`src/rtl/obpc_pkg.sv`:
```
// ----------------------------------------------------------------------------
// obpc_pkg
// Types and constants shared by the oriented box pair collision unit.
// ----------------------------------------------------------------------------
`default_nettype none

package obpc_pkg;

  // Angle resolution: only the top ANGLE_BITS bits of an angle are used.
  localparam int ANGLE_BITS = 16;
  localparam int FRAC_BITS  = ANGLE_BITS - 2;
  localparam int X_SHIFT    = 18 - ANGLE_BITS;

  // Quarter-wave sine polynomial coefficients, Q16.
  localparam int SIN_A       = 102944;
  localparam int SIN_B       = 42047;
  localparam int SIN_C       = 4640;
  localparam int QUARTER_Q16 = 65536;

  // Register stages from the input register to the output register.
  localparam int NSTG = 10;

  typedef struct packed {
    logic signed [23:0] a_pos_x;
    logic signed [23:0] a_pos_y;
    logic        [15:0] a_angle;
    logic        [15:0] a_radius;
    logic        [15:0] a_half_w;
    logic        [15:0] a_half_h;
    logic signed [23:0] b_pos_x;
    logic signed [23:0] b_pos_y;
    logic        [15:0] b_angle;
    logic        [15:0] b_radius;
    logic        [15:0] b_half_w;
    logic        [15:0] b_half_h;
  } obpc_in_t;

  typedef struct packed {
    logic collided;
    logic circle_hit;
    logic corner_hit;
  } obpc_out_t;

  // Values that travel alongside the sine pipeline.
  typedef struct packed {
    logic signed [24:0] dx;
    logic signed [24:0] dy;
    logic        [15:0] ahw;
    logic        [15:0] ahh;
    logic        [15:0] bhw;
    logic        [15:0] bhh;
    logic               circ;
  } obpc_carry_t;

endpackage

`default_nettype wire

```
`src/rtl/obpc_sine.sv`:
```
// ----------------------------------------------------------------------------
// obpc_sine
// Five-stage pipelined sine or cosine of an angle in turns, Q16 result.
// ----------------------------------------------------------------------------
`default_nettype none

module obpc_sine (
  input  wire logic               clk,
  input  wire logic [4:0]         en,
  input  wire logic [15:0]        ang,
  input  wire logic               cos_sel,
  output logic signed [17:0]      s
);
  import obpc_pkg::*;

  logic [ANGLE_BITS-1:0] phase;
  logic [1:0]            quad;
  logic [16:0]           x0;
  logic [16:0]           xa_nxt;

  logic [16:0] xa_r, xb_r, xc_r, xd_r;
  logic        na_r, nb_r, nc_r, nd_r;
  logic [16:0] x2b_r, x2c_r;
  logic [16:0] t1c_r;
  logic [16:0] t2d_r;
  logic signed [17:0] s_r;

  logic [33:0] sq_prod;
  logic [31:0] c_prod;
  logic [33:0] t_prod;
  logic [33:0] s_prod;
  logic [16:0] x2_nxt, t1_nxt, t2_nxt, mag;

  always_comb begin
    phase = ang[15 -: ANGLE_BITS];
    quad  = phase[ANGLE_BITS-1 -: 2] + {1'b0, cos_sel};
    x0    = 17'(phase[FRAC_BITS-1:0]) << X_SHIFT;
    xa_nxt = quad[0] ? (17'(QUARTER_Q16) - x0) : x0;
    sq_prod = 34'(xa_r) * 34'(xa_r);
    x2_nxt  = sq_prod[32:16];
    c_prod  = 32'(x2b_r) * 32'(SIN_C);
    t1_nxt  = 17'(SIN_B) - c_prod[32-1:16];
    t_prod  = 34'(x2c_r) * 34'(t1c_r);
    t2_nxt  = 17'(SIN_A) - t_prod[32:16];
    s_prod  = 34'(xd_r) * 34'(t2d_r);
    mag     = s_prod[32:16];
  end

  always_ff @(posedge clk) begin
    if (en[0]) begin
      xa_r <= xa_nxt;
      na_r <= quad[1];
    end
    if (en[1]) begin
      xb_r  <= xa_r;
      nb_r  <= na_r;
      x2b_r <= x2_nxt;
    end
    if (en[2]) begin
      xc_r  <= xb_r;
      nc_r  <= nb_r;
      x2c_r <= x2b_r;
      t1c_r <= t1_nxt;
    end
    if (en[3]) begin
      xd_r  <= xc_r;
      nd_r  <= nc_r;
      t2d_r <= t2_nxt;
    end
    if (en[4]) begin
      s_r <= nd_r ? -$signed({1'b0, mag}) : $signed({1'b0, mag});
    end
  end

  assign s = s_r;

endmodule

`default_nettype wire

```
`config.mk`:
```
export PLATFORM = sky130hd
export DESIGN_NAME = obpc_sine
export DESIGN_NICKNAME = d
export VERILOG_FILES = /design/src/rtl/obpc_pkg.sv /design/src/rtl/obpc_sine.sv
export SDC_FILE = /design/constraint.sdc
export NUM_CORES = 2
export LEC_CHECK = 0
export BUFFER_PORTS_ARGS = -buffer_cell sky130_fd_sc_hd__buf_4
export CORE_MARGIN = 2
export CORE_UTILIZATION = 60
export DETAILED_ROUTE_END_ITERATION = 16
export MAX_ROUTING_LAYER = met4
export PLACE_DENSITY = 0.79
export REMOVE_ABC_BUFFERS = 1
export SLEW_MARGIN = 30
export SYNTH_ARGS = -nofsm -noshare
export SYNTH_HDL_FRONTEND = slang
export SYNTH_SLANG_ARGS = --single-unit
export TNS_END_PERCENT = 50
```
`constraint.sdc`:
```
create_clock -name clk -period 7.27 [get_ports clk]
set_input_delay 1.8175 -clock clk [delete_from_list [all_inputs] [get_ports clk]]
set_output_delay 1.8175 -clock clk [all_outputs]
set_load 0.1 [all_outputs]
```
Yosys cells after proc, flatten, opt, wreduce, memory -nomap -nowiden
Cells that the tools add are included.

Register bits after elaboration: 158. Output and inout port bits: 18.

Add/subtract/negate cells: 5. Multipliers: 4. Mux-type cells: 2.

Operator list (count): $mul A17 B17 Y33 (3); $mul A17 B8 Y25 const B (1); $neg A17 Y18 (1); $mux W17 (1); $sub A16 B14 Y17 const A (1); $sub A17 B16 Y17 const A (1); $sub A17 B17 Y17 const A (1); $mux W16 (1); $add A2 B1 Y2 (1).

Logic depth before layout (Yosys ltp)
Depth in word-level cells: 3. Depth in mapped cells: 29. Gate-level depth less buffers: 27.

Worst setup path after synthesis
No wires, ideal clock.

Path kind: register to register. From: reg t1c_r[10]. To: reg t2d_r[13] (data pin). Arrival: 6.490 ns. Data required time: 7.004 ns. Slack: 0.514 ns. Cell stages (with the launch flop): 26. Path buffers: 3. Path through: edfxtp_1 > clkbuf_1 > clkbuf_1 > nand2_1 > fa_1 > inv_1 > fa_1 > fa_1 > fa_1 > fa_1 > inv_1 > fa_1 > inv_1 > ha_1 > buf_2 > a21oi_1 > nor2_1 > a21oi_1 > o2111ai_1 > a21oi_1 > mux2_2 > o311ai_4 > and2_4 > nor2_1 > a221oi_2 > xnor2_1.

Longest elaborated chain between the ends: 2.

RTL lines: start: declaration (line obpc_sine.sv:24) `logic [16:0] t1c_r;`; start signal: assignment (line obpc_sine.sv:63) `t1c_r <= t1_nxt;`; $mul A17 B17 Y33 (line obpc_sine.sv:43) `t_prod = 34'(x2c_r) * 34'(t1c_r);`; $sub A17 B17 Y17 (line obpc_sine.sv:44) `t2_nxt = 17'(SIN_A) - t_prod[32:16];`; via t2_nxt[13] (line obpc_sine.sv:32) `logic [16:0] x2_nxt, t1_nxt, t2_nxt, mag;`; end signal: assignment (line obpc_sine.sv:68) `t2d_r <= t2_nxt;`; end: declaration (line obpc_sine.sv:25) `logic [16:0] t2d_r;`.

The timed path passes the listed nets, and every way through them passes these cells. A chain may end at the register's enable or synchronous reset.

Worst setup path after layout
From: reg t1c_r[5]. To: reg t2d_r[14] (data pin).

Same word-level chain as after synthesis.

==> results.md <==
* Outcome: completed
* HP Start: xb_r[10]
* Critical path launch point type: flop
* Port buffer count at 40
* Average wire per standard cell at 17.09 microns
* WL met1 at 27610 microns
* CTS root buf: clkbuf_16
* Crit path max fanout at 8
* Bufs on Longest Clock Path at 2
* Crit Path Class: flop to flop
* R2r worst-path depth at 24
* Final Skew at 0.01309 ns
* CTS tree: yes
* Detailed Route WL at 66660 microns
* Layout Nets at 4157
* Sequential cell area at 4474 sq um
* Final Critical Period at 7.045 ns
* Gr usage total at 27.48%
* Syn avg cell area at 9.641 sq um
* Number of synthesized flops with an enable pin at 149
* Global-route wire length before repair at 111700 microns
* Post-CTS Hold Fix Bufs at 0
* TritonCTS Buffers at 17
* Yosys cell types at 76
* Die Area at 52000 sq um
* Final worst setup slack at 0.2245 ns
* Fin. max-slew vios at 0
* Asr flop ratio synth at 0%
* Worst hold path endpoint: xc_r[10]
* Clock transition at the registers of the reported paths at 0.06 ns
* DP HPWL at 55790 microns
* R2R Setup Slk at 0.22 ns
* Initial antenna violation count at 0
* # diodes at 0
* Number of global-route vias before repair at 23140
* Vias at 21260
* R2R Path Start: t1c_r[5]
* GPL Wtd Cong at 0.9341
* End-of-flow core utilization at 65.29%
* Fillers at 3872
* Layout cell share with drive strength beyond 1 at 7.464%
* Row count at 82
* # IOs at 41
* Die H at 228.0 microns
* Arrival @ worst endpoint at 7.25 ns
* Crit path capture type: flop
* YS warnings at 0
* Core Region at 49860 sq um
* Commonest non-fill, non-tap cell in the layout: inv_1
* Most used DFF post-synth: edfxtp_1
* Post-route ant nets at 0
* Multi-input logic area at 22530 sq um
* DR pass1 iterations at 5
* Hold Path Class: flop to flop
* Normalized max-slew margin at 53.51%
* Flops & latches, synth at 149
* Sink Count at 149
* P&R area growth vs syn at 8.089%
* Routed wl met3 at 4175 microns
* Mapped Area at 30120 sq um
* Final setup viols at 0
* Most frequent cells in the layout: inv_1 (750), fa_1 (545), nand2_1 (389)
* Worst Max-Slew Pin Slew at 0.6973 ns
* Via/cell ratio at 5.451
* Mapped Cells at 3124
* Post-synthesis sequential area ratio at 14.86%
* Worst EP required at 7.47 ns
* Skew-Pair Late Insertion Delay at 0.47 ns
* Starting density of the core at 60.40%
* Top Metal Used: met4
* Initial drt markers at 1284
* Pin count of the biggest net entering global routing at 50
* Unrepaired setup endpoints after global routing: true
* Max-cap violations at 0
* H-tree levels at 4
* Final hold vios at 0
* Routed wl met2 at 33180 microns
* Max Clk Rate at 0.1419 GHz
* Placement Setup Slack at 0.1377 ns
* Worst hold stages at 0
* # DRC at 0
* GRT Residual Overflow at 0
* Critical R2R Capture: t2d_r[14]
* Final period utilization at 96.91%
* Die width at 228.0 microns
==> registers in the layout (all words and copies together) (netlist names) <==
signal,flops
x2c_r,17
t2d_r,17
xc_r,15
t1c_r,16
xb_r,15
nc_r,1
x2b_r,17
na_r,1
nb_r,1
xa_r,15
xd_r,15
nd_r,1
s,18
==> layout make-up <==
type                    count  area share, %
multi-input cells        2126          69.21
flip-flops and latches    149          13.74
clock buffers              18          1.318
repair buffers            173          3.974
inverters                 750          8.648
well taps                 672          2.583
clock inverters            13         0.5266
==> critical path, cell delays in order, from the launching register on <==
cell and delay [ns]:
edfxtp_1 0.43, buf_4 0.19, and2_1 0.17, fa_1 0.54, inv_1 0.05, fa_1 0.47, inv_1 0.06, fa_1 0.48
fa_1 0.50, fa_1 0.50, inv_1 0.05, fa_1 0.47, inv_1 0.05, ha_1 0.35, and3_1 0.24, o2111ai_1 0.16
a21oi_1 0.09, or4_1 0.60, nand2_1 0.18, a41oi_2 0.22, o311ai_4 0.38, nand2_1 0.15, a22oi_1 0.20, o21ai_1 0.11
xnor2_1 0.15
==> through the flow <==
step / area (sq um) / setup TNS (ns) / hold slack (ns) / cells
4_1_cts: 32040 / 0 / 0.4188 / 3843
2_1_floorplan: 29740 / 0 / 0.4003 / 3025
3_3_place_gp: 31440 / 0 / 0.4016 / 3812
5_1_grt: 32550 / -0.02505 / 0.4293 / 3901
3_5_place_dp: 31440 / 0 / 0.4045 / 3812
6_report: 32550 / 0 / 0.4174 / 3901
==> kinds of logic (layout without fill, tap and decap cells) <==
family,Yosys count,after routing,share of synthesized area [%]
buffers and inverters,849,954,10.60
adder cells (fa/ha/maj),917,917,51.68
AND/OR/NAND/NOR,858,858,14.14
AO/OA/AOI/OAI,230,230,5.168
XOR/XNOR,116,116,3.373
flip-flops,149,149,14.86
multiplexers,5,5,0.1786
==> per-layer routing <==
metal	vias up	global-route usage [%]
met5	-	-
li1	9744	-
met3	117	4.050
met1	10680	34.26
met2	727	46.70
met4	0	8.109
==> worst max-delay path by stage <==
| stage | start | endpoint | slack (ns) | cells past startpoint |
|---|---|---|---|---|
| after global routing | t1c_r[5] | t2d_r[13] | -0.01 | 24 |
| after global placement | t2d_r[5] | s[14] | 0.26 | 24 |
| final | t1c_r[5] | t2d_r[14] | 0.22 | 24 |
| after floorplan | t1c_r[2] | t2d_r[13] | 0.62 | 23 |
| after CTS | t2d_r[6] | s[14] | 0.10 | 24 |
| after detailed placement | t2d_r[4] | s[14] | 0.14 | 24 |
==> synthesized netlist by cell type (14+ instances only) <==
master      n  area, sq um
nor2_1     57        214.0
xor2_1     37        324.1
xnor2_1    79        691.9
fa_1      545        10910
inv_1     750         2815
o21ai_0    42        210.2
nand2_1   389         1460
clkbuf_1   93        349.1
and3_1     14        87.58
nor3_1     14        70.07
a21oi_1    71        355.3
and2_1    284         1777
nand3_1    21        105.1
ha_1      372         4654
nor2b_1    15        93.84
a21o_1     20        150.1
edfxtp_1  149         4474
==> timing repair <==
item                                    CTS  global route
setup buffers                             0            58
endpoints found under the setup margin    0             9
resized for setup                         0            22
Power is not shown: default switching activity piles up to over one toggle a cycle in this logic, so the estimate is an artifact.
